File: src/rtl/core/command_line_tokenizer_assert.svh
// Assertion macros shared by the tokenizer modules
`ifndef COMMAND_LINE_TOKENIZER_ASSERT_SVH
`define COMMAND_LINE_TOKENIZER_ASSERT_SVH

// Checked on every rising edge of clk, ignored while reset is applied.
`define CLT_ASSERT(lbl, prop, msg) \
	lbl: assert property (@(posedge clk) disable iff (!arst_n) (prop)) else $error(msg);

// Checked on every rising edge of clk, reset included.
`define CLT_ASSERT_ALWAYS(lbl, prop, msg) \
	lbl: assert property (@(posedge clk) (prop)) else $error(msg);

`endif

File: src/rtl/core/clt_pkg.sv
// Types, codes and helpers of the command line tokenizer
package clt_pkg;

	localparam int unsigned CH_W      = 8;
	localparam int unsigned LEN_W     = 12;
	localparam int unsigned DEPTH_W   = 13;
	localparam int unsigned QUEUE_DEPTH_DEF = 4;

	localparam logic [LEN_W-1:0]   LEN_MAX         = '1;
	localparam logic [DEPTH_W-1:0] BR_DEPTH_MAX    = '1;
	localparam logic [LEN_W-1:0]   MAX_TOKEN_RESET = 12'd255;

	localparam logic [CH_W-1:0] CH_NUL       = 8'h00;
	localparam logic [CH_W-1:0] CH_SPACE     = 8'h20;
	localparam logic [CH_W-1:0] CH_TAB       = 8'h09;
	localparam logic [CH_W-1:0] CH_CR        = 8'h0d;
	localparam logic [CH_W-1:0] CH_HASH      = 8'h23;
	localparam logic [CH_W-1:0] CH_DQUOTE    = 8'h22;
	localparam logic [CH_W-1:0] CH_SQUOTE    = 8'h27;
	localparam logic [CH_W-1:0] CH_LBRACKET  = 8'h5b;
	localparam logic [CH_W-1:0] CH_RBRACKET  = 8'h5d;
	localparam logic [CH_W-1:0] CH_BACKSLASH = 8'h5c;

	localparam logic KIND_BYTE = 1'b0;
	localparam logic KIND_END  = 1'b1;

	typedef enum logic [1:0] {
		FORM_PLAIN  = 2'd0,
		FORM_DQ     = 2'd1,
		FORM_SQ     = 2'd2,
		FORM_BR     = 2'd3
	} token_form_t;

	typedef enum logic [2:0] {
		MODE_BETWEEN = 3'd0,
		MODE_PLAIN   = 3'd1,
		MODE_DQ      = 3'd2,
		MODE_SQ      = 3'd3,
		MODE_BR      = 3'd4,
		MODE_IGNORE  = 3'd5,
		MODE_DQ_CUT  = 3'd6,
		MODE_SQ_CUT  = 3'd7
	} parse_mode_t;

	typedef struct packed {
		logic [CH_W-1:0] ch;
		logic            end_of_line;
	} item_t;

	typedef struct packed {
		logic            kind;
		logic [CH_W-1:0] token_byte;
		logic [1:0]      token_form;
	} result_t;

	// One accepted item's worth of output: one or two results
	typedef struct packed {
		logic    two;
		result_t r0;
		result_t r1;
	} record_t;

	typedef struct packed {
		logic empty;
		logic full;
	} q_status_t;

	function automatic logic [1:0] form_of(input parse_mode_t mode);
		logic [1:0] f;
		unique case (mode)
			MODE_DQ: f = FORM_DQ;
			MODE_SQ: f = FORM_SQ;
			MODE_BR: f = FORM_BR;
			default: f = FORM_PLAIN;
		endcase
		return f;
	endfunction

	function automatic logic is_ws(input logic [CH_W-1:0] b);
		return (b == CH_SPACE) || ((b >= CH_TAB) && (b <= CH_CR));
	endfunction

endpackage

File: src/rtl/core/clt_front.sv
// Front end: takes bytes, tracks token state, builds result records
module clt_front (
	input  logic             clk,
	input  logic             arst_n,
	input  logic             cfg_wr_en,
	input  logic [11:0]      cfg_wr_data,
	input  logic             take,
	input  clt_pkg::item_t   item,
	output logic             rec_push,
	output clt_pkg::record_t rec
);
	import clt_pkg::*;

	logic [LEN_W-1:0]   max_chars_q;
	parse_mode_t        mode_q, mode_d;
	logic [LEN_W-1:0]   len_q, len_d;
	logic [DEPTH_W-1:0] dep_q, dep_d;
	logic               esc_q, esc_d;
	logic               any_d;

	logic [CH_W-1:0]    b;
	logic               closes;
	logic [LEN_W-1:0]   lim;
	logic [LEN_W-1:0]   st_len;
	logic               st_full;
	parse_mode_t        st_cut_mode;
	result_t            byte_res, end_res;
	logic [DEPTH_W-1:0] br_dep;
	logic               no_token;

	// outcome of handling the byte from a cleared state
	parse_mode_t        start_mode;
	logic [DEPTH_W-1:0] start_dep;
	logic               start_store;
	logic               start_cut;
	result_t            start_byte_res, start_end_res;

	assign b      = item.ch;
	assign closes = item.end_of_line || (b == CH_NUL);
	assign lim    = (max_chars_q == '0) ? LEN_W'(1) : max_chars_q;

	assign st_len  = (len_q == LEN_MAX) ? len_q : len_q + LEN_W'(1);
	assign st_full = st_len >= lim;
	assign st_cut_mode = (mode_q == MODE_DQ) ? MODE_DQ_CUT :
		(mode_q == MODE_SQ) ? MODE_SQ_CUT : MODE_BETWEEN;

	assign byte_res = '{kind: KIND_BYTE, token_byte: b, token_form: form_of(mode_q)};
	assign end_res  = '{kind: KIND_END, token_byte: CH_NUL, token_form: form_of(mode_q)};

	assign br_dep = (b == CH_LBRACKET) ?
			((dep_q == BR_DEPTH_MAX) ? dep_q : dep_q + DEPTH_W'(1)) :
		(b == CH_RBRACKET) ?
			((dep_q == '0) ? dep_q : dep_q - DEPTH_W'(1)) : dep_q;

	assign start_byte_res = '{kind: KIND_BYTE, token_byte: b, token_form: FORM_PLAIN};
	assign start_end_res  = '{kind: KIND_END, token_byte: CH_NUL, token_form: FORM_PLAIN};
	assign start_cut      = lim == LEN_W'(1);

	// no token open: between tokens, ignored text or just after a cut
	assign no_token = (mode_q == MODE_BETWEEN) || (mode_q >= MODE_IGNORE);

	always_comb begin
		start_dep   = '0;
		start_store = 1'b0;
		priority if (is_ws(b)) begin
			start_mode = MODE_BETWEEN;
		end else if (b == CH_HASH || b == CH_RBRACKET) begin
			start_mode = MODE_IGNORE;
		end else if (b == CH_DQUOTE) begin
			start_mode = MODE_DQ;
		end else if (b == CH_SQUOTE) begin
			start_mode = MODE_SQ;
		end else if (b == CH_LBRACKET) begin
			start_mode = MODE_BR;
			start_dep  = DEPTH_W'(1);
		end else begin
			start_mode  = start_cut ? MODE_BETWEEN : MODE_PLAIN;
			start_store = 1'b1;
		end
	end

	always_comb begin
		mode_d  = mode_q;
		len_d   = len_q;
		dep_d   = dep_q;
		esc_d   = esc_q;
		any_d   = 1'b0;
		rec.two = 1'b0;
		rec.r0  = end_res;
		rec.r1  = end_res;
		if (closes) begin
			any_d  = (mode_q == MODE_PLAIN) || (mode_q == MODE_DQ) ||
				(mode_q == MODE_SQ) || (mode_q == MODE_BR);
			mode_d = MODE_BETWEEN;
			len_d  = '0;
			dep_d  = '0;
			esc_d  = 1'b0;
		end else begin
			unique case (mode_q)
				MODE_IGNORE: begin
				end
				MODE_BETWEEN, MODE_DQ_CUT, MODE_SQ_CUT: begin
					// a quote right after a cut quoted token is swallowed
					if ((mode_q == MODE_DQ_CUT && b == CH_DQUOTE) ||
						(mode_q == MODE_SQ_CUT && b == CH_SQUOTE)) begin
						mode_d = MODE_BETWEEN;
						len_d  = '0;
						dep_d  = '0;
						esc_d  = 1'b0;
					end else begin
						mode_d  = start_mode;
						len_d   = (start_store && !start_cut) ? LEN_W'(1) : '0;
						dep_d   = start_dep;
						esc_d   = 1'b0;
						any_d   = start_store;
						rec.r0  = start_byte_res;
						rec.r1  = start_end_res;
						rec.two = start_store && start_cut;
					end
				end
				MODE_PLAIN, MODE_DQ, MODE_SQ, MODE_BR: begin
					any_d = 1'b1;
					priority if (mode_q == MODE_PLAIN && is_ws(b)) begin
						mode_d = MODE_BETWEEN;
						len_d  = '0;
					end else if (mode_q == MODE_PLAIN && (b == CH_HASH ||
						b == CH_LBRACKET || b == CH_RBRACKET)) begin
						// token ends, the byte then opens or ignores as between tokens
						mode_d = start_mode;
						len_d  = '0;
						dep_d  = start_dep;
					end else if (mode_q == MODE_DQ && !esc_q && b == CH_DQUOTE) begin
						mode_d = MODE_BETWEEN;
						len_d  = '0;
						esc_d  = 1'b0;
					end else if (mode_q == MODE_SQ && b == CH_SQUOTE) begin
						mode_d = MODE_BETWEEN;
						len_d  = '0;
					end else if (mode_q == MODE_BR && br_dep == '0) begin
						mode_d = MODE_BETWEEN;
						len_d  = '0;
						dep_d  = '0;
					end else begin
						// store the byte, cut the token when it is full
						rec.r0 = byte_res;
						if (mode_q == MODE_BR) begin
							dep_d = br_dep;
						end
						if (st_full) begin
							rec.two = 1'b1;
							mode_d  = st_cut_mode;
							len_d   = '0;
							dep_d   = '0;
							esc_d   = 1'b0;
						end else begin
							len_d = st_len;
							esc_d = (mode_q == MODE_DQ) && !esc_q && (b == CH_BACKSLASH);
						end
					end
				end
			endcase
		end
	end

	assign rec_push = take && any_d;

	always_ff @(posedge clk or negedge arst_n) begin
		if (!arst_n) begin
			max_chars_q <= MAX_TOKEN_RESET;
		end else if (cfg_wr_en) begin
			max_chars_q <= cfg_wr_data;
		end
	end

	always_ff @(posedge clk or negedge arst_n) begin
		if (!arst_n) begin
			mode_q <= MODE_BETWEEN;
			len_q  <= '0;
			dep_q  <= '0;
			esc_q  <= 1'b0;
		end else if (take) begin
			mode_q <= mode_d;
			len_q  <= len_d;
			dep_q  <= dep_d;
			esc_q  <= esc_d;
		end
	end

	`include "command_line_tokenizer_assert.svh"

	`CLT_ASSERT(a_esc_only_in_dq, esc_q |-> (mode_q == MODE_DQ), "escape outside double quotes")
	`CLT_ASSERT(a_depth_only_in_br, (dep_q != '0) |-> (mode_q == MODE_BR), "depth outside brackets")
	`CLT_ASSERT(a_len_zero_idle, no_token |-> (len_q == '0), "length kept outside a token")

endmodule

File: src/rtl/core/clt_queue.sv
// Short record queue between front and back ends
module clt_queue #(
	parameter int unsigned DEPTH = clt_pkg::QUEUE_DEPTH_DEF
) (
	input  logic                 clk,
	input  logic                 arst_n,
	input  logic                 push,
	input  clt_pkg::record_t     wr_rec,
	input  logic                 pop,
	output clt_pkg::record_t     rd_rec,
	output clt_pkg::q_status_t   status
);
	import clt_pkg::*;

	localparam int unsigned PTR_W = (DEPTH > 1) ? $clog2(DEPTH) : 1;
	localparam int unsigned CNT_W = $clog2(DEPTH + 1);
	localparam logic [PTR_W-1:0] PTR_LAST = PTR_W'(DEPTH - 1);
	localparam logic [CNT_W-1:0] CNT_FULL = CNT_W'(DEPTH);

	record_t          slots_q [DEPTH];
	logic [PTR_W-1:0] wr_ptr_q, rd_ptr_q;
	logic [CNT_W-1:0] cnt_q;
	logic             do_push, do_pop;

	assign status.empty = cnt_q == '0;
	assign status.full  = cnt_q == CNT_FULL;
	assign do_push = push && !status.full;
	assign do_pop  = pop && !status.empty;
	assign rd_rec  = slots_q[rd_ptr_q];

	always_ff @(posedge clk) begin
		if (do_push) begin
			slots_q[wr_ptr_q] <= wr_rec;
		end
	end

	always_ff @(posedge clk or negedge arst_n) begin
		if (!arst_n) begin
			wr_ptr_q <= '0;
			rd_ptr_q <= '0;
			cnt_q    <= '0;
		end else begin
			if (do_push) begin
				wr_ptr_q <= (wr_ptr_q == PTR_LAST) ? '0 : wr_ptr_q + PTR_W'(1);
			end
			if (do_pop) begin
				rd_ptr_q <= (rd_ptr_q == PTR_LAST) ? '0 : rd_ptr_q + PTR_W'(1);
			end
			if (do_push && !do_pop) begin
				cnt_q <= cnt_q + CNT_W'(1);
			end else if (do_pop && !do_push) begin
				cnt_q <= cnt_q - CNT_W'(1);
			end
		end
	end

	`include "command_line_tokenizer_assert.svh"

	`CLT_ASSERT_ALWAYS(a_cnt_bound, !arst_n || (cnt_q <= CNT_FULL), "queue count over depth")
	`CLT_ASSERT(a_no_push_full, !(push && status.full), "push into full queue")

endmodule

File: src/rtl/core/clt_back.sv
// Back end: unpacks records into single results behind an output register
module clt_back (
	input  logic             clk,
	input  logic             arst_n,
	input  clt_pkg::q_status_t q_status,
	input  clt_pkg::record_t rd_rec,
	output logic             q_pop,
	output logic             empty,
	input  logic             pop,
	output clt_pkg::result_t result
);
	import clt_pkg::*;

	result_t out_q, sec_q;
	logic    out_valid_q, sec_valid_q;
	logic    slot_free;

	assign slot_free = !out_valid_q || pop;
	assign q_pop     = slot_free && !sec_valid_q && !q_status.empty;
	assign empty     = !out_valid_q;
	assign result    = out_q;

	always_ff @(posedge clk) begin
		if (slot_free) begin
			if (sec_valid_q) begin
				out_q <= sec_q;
			end else if (q_pop) begin
				out_q <= rd_rec.r0;
				sec_q <= rd_rec.r1;
			end
		end
	end

	always_ff @(posedge clk or negedge arst_n) begin
		if (!arst_n) begin
			out_valid_q <= 1'b0;
			sec_valid_q <= 1'b0;
		end else if (slot_free) begin
			if (sec_valid_q) begin
				out_valid_q <= 1'b1;
				sec_valid_q <= 1'b0;
			end else begin
				out_valid_q <= q_pop;
				sec_valid_q <= q_pop && rd_rec.two;
			end
		end
	end

	`include "command_line_tokenizer_assert.svh"

	`CLT_ASSERT(a_sec_needs_out, sec_valid_q |-> out_valid_q, "second result without first")
	`CLT_ASSERT(a_end_is_zero, (out_valid_q && out_q.kind == KIND_END) |-> (out_q.token_byte == CH_NUL), "end of token with nonzero byte")

endmodule

File: src/rtl/core/command_line_tokenizer.sv
// Top level of the command line tokenizer: front end, record queue, back end
// A result passes the record queue and then the output register before its pop.
// Throughput: one item per cycle in while full is low; one result per cycle out
//   with pop held, so an item that yields a byte and an end of token needs two pops.
// full follows the record queue only; the output register and the second-result
//   slot let items flow in while a result waits to be popped.
// Reset (arst_n low, asynchronous): between tokens, queue and outputs empty,
//   max_token_chars back to 255.
module command_line_tokenizer #(
	parameter int unsigned QUEUE_DEPTH = clt_pkg::QUEUE_DEPTH_DEF
) (
	input  logic             clk,
	input  logic             arst_n,
	// configuration: max_token_chars
	input  logic             cfg_wr_en,
	input  logic [11:0]      cfg_wr_data,
	// item side
	input  logic             push,
	output logic             full,
	input  clt_pkg::item_t   item,
	// result side
	output logic             empty,
	input  logic             pop,
	output clt_pkg::result_t result
);
	import clt_pkg::*;

	record_t   wr_rec, rd_rec;
	logic      rec_push, q_pop;
	q_status_t q_status;
	logic      take;

	// An item is taken whenever the queue has room; items that yield no
	// result (whitespace, ignored text) only move the parse state.
	assign full = q_status.full;
	assign take = push && !q_status.full;

	// Front: byte classification and token state, one item per cycle unless full
	clt_front u_front (
		.clk        (clk),
		.arst_n     (arst_n),
		.cfg_wr_en  (cfg_wr_en),
		.cfg_wr_data(cfg_wr_data),
		.take       (take),
		.item       (item),
		.rec_push   (rec_push),
		.rec        (wr_rec)
	);

	// Queue of records, one record per item that yields results
	clt_queue #(
		.DEPTH(QUEUE_DEPTH)
	) u_queue (
		.clk   (clk),
		.arst_n(arst_n),
		.push  (rec_push),
		.wr_rec(wr_rec),
		.pop   (q_pop),
		.rd_rec(rd_rec),
		.status(q_status)
	);

	// Back: hands out one result at a time
	clt_back u_back (
		.clk     (clk),
		.arst_n  (arst_n),
		.q_status(q_status),
		.rd_rec  (rd_rec),
		.q_pop   (q_pop),
		.empty   (empty),
		.pop     (pop),
		.result  (result)
	);

endmodule
File: config.mk
export PLATFORM = sky130hd
export DESIGN_NAME = command_line_tokenizer
export DESIGN_NICKNAME = d
export VERILOG_FILES = /design/src/rtl/core/clt_pkg.sv /design/src/rtl/core/clt_front.sv /design/src/rtl/core/clt_queue.sv /design/src/rtl/core/clt_back.sv /design/src/rtl/core/command_line_tokenizer.sv
export VERILOG_INCLUDE_DIRS = /design/src /design/src/rtl/core
export SDC_FILE = /design/constraint.sdc
export NUM_CORES = 1
export LEC_CHECK = 0
export BUFFER_PORTS_ARGS = -buffer_cell sky130_fd_sc_hd__buf_2
export CORE_UTILIZATION = 51
export DETAILED_ROUTE_END_ITERATION = 8
export GPL_ROUTABILITY_DRIVEN = 0
export MAX_ROUTING_LAYER = met4
export PLACE_DENSITY = 0.76
export SYNTH_ARGS = -nofsm -noshare
export SYNTH_HDL_FRONTEND = slang
export SYNTH_SLANG_ARGS = --single-unit
File: constraint.sdc
create_clock -name clk -period 7.4 [get_ports clk]
set_input_delay 1.48 -clock clk [delete_from_list [all_inputs] [get_ports clk]]
set_output_delay 1.48 -clock clk [all_outputs]
set_load 0.02 [all_outputs]
## After elaboration in Yosys (flattened, before gate mapping)

Memory sizes are Yosys's and may differ from the RTL's.
Cells that the tools add are included.

| cells by class | value |
|---|---|
| add/subtract/negate cells | 7 |
| $lt $le $gt $ge | 3 |
| equal/unequal tests | 27 |
| muxes and demuxes | 85 |
| bitwise gates (word level) | 1 |
| reduce and logical (&&, ||, !) cells | 56 |

Operators with widths:

| cell | number |
|---|---|
| 13-bit 2-to-1 mux | 17 |
| 12-bit 2-to-1 mux | 15 |
| 3-bit 2-to-1 mux | 17 |
| 12-bit one-hot mux with 2 select lines | 2 |
| 23-bit 2-to-1 mux | 2 |
| 11-bit 2-to-1 mux | 3 |
| 8-bit by 6-bit equality test with 1-bit output (second input constant) | 4 |
| 13-bit zero test | 2 |
| 13-bit one-hot mux with 2 select lines | 1 |
| 8-bit by 7-bit equality test with 1-bit output (second input constant) | 3 |
| 1-bit 2-to-1 mux | 22 |
| 1-bit logical AND | 21 |
| 4-bit by 2-bit != test with 1-bit output (second input constant) | 4 |
| 13-bit by 1-bit adder with 13-bit output (second input constant) | 1 |
| 13-bit equality test (second input constant) | 1 |
| 13-bit by 1-bit subtractor with 13-bit output (second input constant) | 1 |
| 12-bit by 1-bit adder with 12-bit output (second input constant) | 1 |
| 12-bit by 1-bit equality test with 1-bit output (second input constant) | 1 |
| 12-bit equality test (second input constant) | 1 |
| 3-bit equality test (second input constant) | 4 |
| 12-bit greater-or-equal comparator | 1 |
| 12-bit zero test | 1 |
| 6-bit AND reduction | 2 |
| 1-bit logical OR | 10 |
| other kinds (25) | 42 |

| word-level totals | value |
|---|---|
| bits in registers | 72 |
| bits in writable memories | 92 |
| bits of input ports | 26 |
| output and inout port bits | 13 |
| logic and storage cells | 196 |
| memories kept | 1 |

Memory list:

| name | words | width | rd ports | clocked after Yosys merged registers in | write ports | RTL line | source |
|---|---|---|---|---|---|---|---|
| u_queue.slots_q | 4 | 23 | 1 | 0 | 1 | clt_queue.sv:20 | `record_t slots_q [DEPTH];` |

## Longest topological paths before layout

| depth | value |
|---|---|
| depth after elaboration | 15 |
| mapped depth | 19 |
| gate-level depth less buffers | 16 |

## Modules after synthesis

From an unflattened synthesis, not the netlist that was laid out.

| unflattened totals | value |
|---|---|
| cell total of the unflattened synthesis | 717 |
| area, all modules | 8,794.7 um^2 |

Modules (own cells, without submodules):

| module | instances | cells each | area an instance (um^2) | sequential area each (um^2) |
|---|---|---|---|---|
| clt_front | 1 | 510 | 4,043.9 | 1,036.0 |
| clt_queue | 1 | 158 | 3,786.1 | 2,937.8 |
| clt_back | 1 | 48 | 950.9 | 710.7 |
| command_line_tokenizer | 1 | 1 | 13.8 | 0.0 |

## Least setup slack after synthesis

OpenSTA, ideal clock, no wires.

| timing path | value |
|---|---|
| path type | input port to flip-flop |
| start | in item[3] (netlist name) |
| end | reg u_front.mode_q[0] |
| setup time | 0.128 ns |
| data arrival time | 4.450 ns |
| data required time | 7.272 ns |
| path slack | 2.823 ns |
| cell stages on the path | 11 |
| path buffers | 2 |
| path through | clkbuf_1 -> and4b_1 -> nand2_1 -> or4_1 -> mux2i_1 -> a211o_1 -> or4b_1 -> o31a_1 -> buf_2 -> a21oi_2 -> mux2_1 |

| between the ends | value |
|---|---|
| cells in the longest elaborated chain, start to end | 12 |
| elaborated cells between the ends (all ways) | 42 |
| those cells by class | 2 x order compare; 7 x eq/ne; 15 x mux; 18 x reduce/logical |

RTL lines:

| what | RTL line | source |
|---|---|---|
| start: declaration | command_line_tokenizer.sv:20 | `input clt_pkg::item_t item,` |
| 8-bit by 7-bit equality test with 1-bit output | clt_front.sv:52, clt_front.sv:67, clt_front.sv:127 |  |
| 13-bit 2-to-1 mux | clt_front.sv:52 | `(b == CH_RBRACKET) ?` |
| 13-bit 2-to-1 mux | clt_front.sv:50 | `assign br_dep = (b == CH_LBRACKET) ?` |
| 13-bit zero test | clt_front.sv:139 | `end else if (mode_q == MODE_BR && br_dep == '0) begin` |
| 1-bit logical AND | clt_front.sv:139 |  |
| 3-bit 2-to-1 mux | clt_front.sv:139 |  |
| 3-bit 2-to-1 mux | clt_front.sv:136 | `end else if (mode_q == MODE_SQ && b == CH_SQUOTE) begin` |
| 3-bit 2-to-1 mux | clt_front.sv:132 | `end else if (mode_q == MODE_DQ && !esc_q && b == CH_DQUOTE) begin` |
| 3-bit 2-to-1 mux | clt_front.sv:126 | `end else if (mode_q == MODE_PLAIN && (b == CH_HASH \|\|` |
| 3-bit 2-to-1 mux | clt_front.sv:123 | `priority if (mode_q == MODE_PLAIN && is_ws(b)) begin` |
| 3-bit one-hot mux with 2 select lines | clt_front.sv:99 | `unique case (mode_q)` |
| 3-bit 2-to-1 mux | clt_front.sv:91 | `if (closes) begin` |
| end signal: assignment | clt_front.sv:182 | `mode_q <= mode_d;` |
| end: declaration | clt_front.sv:15 | `parse_mode_t mode_q, mode_d;` |

Several ways; a longest one is shown, not always the timed one.
A chain may end at the register's enable or synchronous reset.

## Worst setup path after layout

| timing path | value |
|---|---|
| start | reg u_front.len_q[3] |
| end | reg u_front.mode_q[2] |

| between the ends | value |
|---|---|
| cells in the longest elaborated chain, start to end | 5 |
| elaborated cells between the ends (all ways) | 6 |
| those cells by class | 1 x add/sub; 1 x order compare; 2 x eq/ne; 1 x mux; 1 x reduce/logical |

RTL lines:

| what | RTL line | source |
|---|---|---|
| start: declaration | clt_front.sv:16 | `logic [LEN_W-1:0] len_q, len_d;` |
| start signal: assignment | clt_front.sv:183 | `len_q <= len_d;` |
| 12-bit by 1-bit adder with 12-bit output / 12-bit equality test (equally long branches) | clt_front.sv:42 | `assign st_len = (len_q == LEN_MAX) ? len_q : len_q + LEN_W'(1);` |
| 12-bit 2-to-1 mux (*) | clt_front.sv:42 |  |
| 12-bit greater-or-equal comparator (*) | clt_front.sv:43 | `assign st_full = st_len >= lim;` |
| 8-bit by 1-bit != test with 1-bit output (no source line) (*) | - |  |
| 3-bit AND reduction (no source line) (*) | - |  |

Mark *: on every way between the ends. The rest lies on a longest branch, timed or not.

==> flow_metrics.tcl <==
set metrics [dict create \
    synthCells 625 \
    fmax_ghz 0.190 \
    mostFrequentLayoutCells "69 x edfxtp_1, 57 x nand2_1, 42 x dfrtp_1" \
    grt_pass1_vias 5070 \
    cts_hold_buffers 0 \
    cp_max_fo 19 \
    fp.coreArea_um2 12800 \
    globalRouteTotalUtil 0.247 \
    wl_met1_mm 6.18 \
    r2r_cells 16 \
    holdPathStages 1 \
    critPathLaunch "u_front.len_q[3]" \
    antenna_found_initial 0 \
    pin_count 39 \
    synth_edf_count 69 \
    syn-num-nets 674 \
    fin_crit_sh 0.712 \
    reg2reg_from "u_front.len_q[3]" \
    synth_top_area_frac 0.306 \
    synth_area_um2 6780 \
    layout_commonest_cell "edfxtp_1" \
    worstSetupPathType "flip-flop to flip-flop" \
    start_kind "flip-flop" \
    dr_wl_met3_um 818 \
    postCtsResizedCells 0 \
    initial_core_util 0.531 \
    cts_buffers 17 \
    tns_ns 0 \
    min_from "u_queue.cnt_q[2]" \
    drv_slew 0 \
    antenna_left 0 \
    first_iter_violations 485 \
    grt_pass1_wl_mm 24.8 \
    slew_headroom 0.159 \
    clk_pin_slew_ns 0.05 \
    endpoint_kind "flip-flop" \
    rows 41 \
    netlist-cell-type-count 82 \
    arrival_ns 5.56 \
    clock-root-buffer "clkbuf_16" \
    cts_tree "done" \
    power_density_nw_per_um2 298 \
    final-hold-violation-count 0 \
    fillers 991 \
    yosysSeqAreaShare 0.492 \
    rsz0062_at_grt "no" \
    final_nets 701 \
    power_uw 2270 \
    die_area_um2 13800 \
    clock_path_buffers 2 \
    crit_required_ns 7.69 \
    finClkSkew_ns 0.0113 \
    drive_above_1_share 0.182 \
    drv_cap 0 \
    regArea_um2 3330 \
    multi_input_area_um2 3190 \
    ys_warn_count 0 \
    areaGrowthSynthToFinish_pct 12.3 \
    drc 0 \
    diodes 0 \
    top_layer_used "met4" \
    dieHeight_um 117 \
    die_w_um 117 \
    leakagePower_uw 0.00306 \
    cts-htree-levels 4 \
    first_pass_iters 5 \
    drt_wl_total_mm 15.1 \
    viasPerCell 6.21 \
    synth_seq_cells 119 \
    min_period_ns 5.27 \
    synth_top_area_cell "edfxtp_1" \
    cts_sinks 119 \
    clock_latency_ns 0.42 \
    setup_viol 0 \
    port_buffers 38 \
    grt_max_degree 51 \
    grt_overflow 0 \
    postSynthAreaPerCell_um2 10.8 \
    peakVddDrop_uv 167 \
    wl_met2_mm 7.65 \
    dp_hpwl_mm 10.4 \
    synth-async-reset-ratio 0.420 \
    ys_top_cells_by_area "edfxtp_1 31%, dfrtp_1 16%, mux4_2 4.7%, ha_1 4.1%, nand2_1 3.2%" \
    detailroute.via_count 5197 \
    ys.flop_type "edfxtp_1" \
    hold_class "flip-flop to flip-flop" \
    post-cts-setup-buffers 0 \
    run_status "finished clean" \
    tightest_slew_ns 1.25 \
    wl_per_cell_um 18.0 \
]
==> report_power, final <==
group | switching [uW] | internal (uW) | leakage (uW)
registers | 105 | 848 | 0.00129
clock network | 287 | 489 | 0.000268
logic | 302 | 239 | 0.00150
total | 695 | 1580 | 0.00306
==> per-stage QoR <==
stage,hold WS [ns],cells,instance area [um^2],setup slack (ns),utilization
after floorplan,0.477,625,6780,2.82,-
after global placement,0.496,805,7060,2.34,0.553
after detailed placement,0.514,805,7060,2.26,0.553
after CTS,0.521,837,7610,2.23,0.596
after global routing,0.548,837,7610,1.83,0.596
final,0.520,837,7610,2.13,0.596
==> Yosys cell counts, types with 10 or more instances <==
| master | instances |
|---|---|
| edfxtp_1 | 69 |
| nand2_1 | 57 |
| dfrtp_1 | 42 |
| nor2_1 | 36 |
| o21ai_0 | 34 |
| inv_1 | 29 |
| nand3_1 | 27 |
| clkbuf_1 | 22 |
| ha_1 | 22 |
| nor3_1 | 20 |
| a31oi_1 | 15 |
| mux4_2 | 14 |
| xnor2_1 | 13 |
| a21oi_1 | 12 |
| a32o_1 | 11 |
| nand4_1 | 10 |
| nor4_1 | 10 |
==> final cells by class <==
type | count | share of cell area
inverters | 30 | 0.0148
clock inverters | 11 | 0.0143
multi-input cells | 443 | 0.419
clock buffers | 21 | 0.0579
repair buffers | 41 | 0.0279
well taps | 172 | 0.0283
flip-flops and latches | 119 | 0.438
==> per-layer routing <==
layer	global-route usage	vias to the layer above
met5	-	-
met3	0.0489	42
li1	-	2433
met4	0.126	0
met1	0.287	2509
met2	0.407	213
==> kinds of logic (layout without fill, tap and decap cells) <==
kind of cell	count (synthesis)	after routing	synth area share
xor gates and xnor gates	18	18	0.0233
and+or+nand+nor	250	250	0.208
muxes	26	26	0.0661
DFF	119	119	0.492
AOI/OAI and AO/OA	126	126	0.129
adders and majority gates	23	23	0.0436
buffers and inverters	63	103	0.0384
==> sequential cells by signal, indices dropped and copies added (netlist names) <==
register             cells
u_back.out_valid_q       1
u_back.result           11
u_back.sec_q             2
u_back.sec_valid_q       1
u_front.dep_q           13
u_front.esc_q            1
u_front.len_q           12
u_front.max_chars_q     12
u_front.mode_q           3
u_queue.cnt_q            3
u_queue.rd_ptr_q         2
u_queue.slots_q         56
u_queue.wr_ptr_q         2
==> worst max-delay path, cell delays in order (launching register included) <==
cell	delay, ns
dfrtp_1	0.46
and3_1	0.20
and3_1	0.28
nand4_1	0.20
or2_2	0.41
nand4_1	0.14
xnor2_1	0.17
ha_1	0.30
a21o_1	0.19
a21o_1	0.17
a21oi_1	0.17
o31ai_1	0.11
a41oi_1	0.55
and3_1	0.53
o31a_1	0.74
a21oi_2	0.18
mux2_1	0.35
==> path summary, 6_finish.rpt <==
path                                      to  slack, ns
hold / removal              u_queue.cnt_q[2]       0.52
max in group asynchronous   u_queue.cnt_q[0]       5.75
hold reg to reg             u_queue.cnt_q[2]       0.52
setup / recovery           u_front.mode_q[2]       2.13
setup reg to reg           u_front.mode_q[2]       2.13
min in group asynchronous   u_front.dep_q[2]       1.19
No activity file was read; power rests on OpenSTA's default activity.
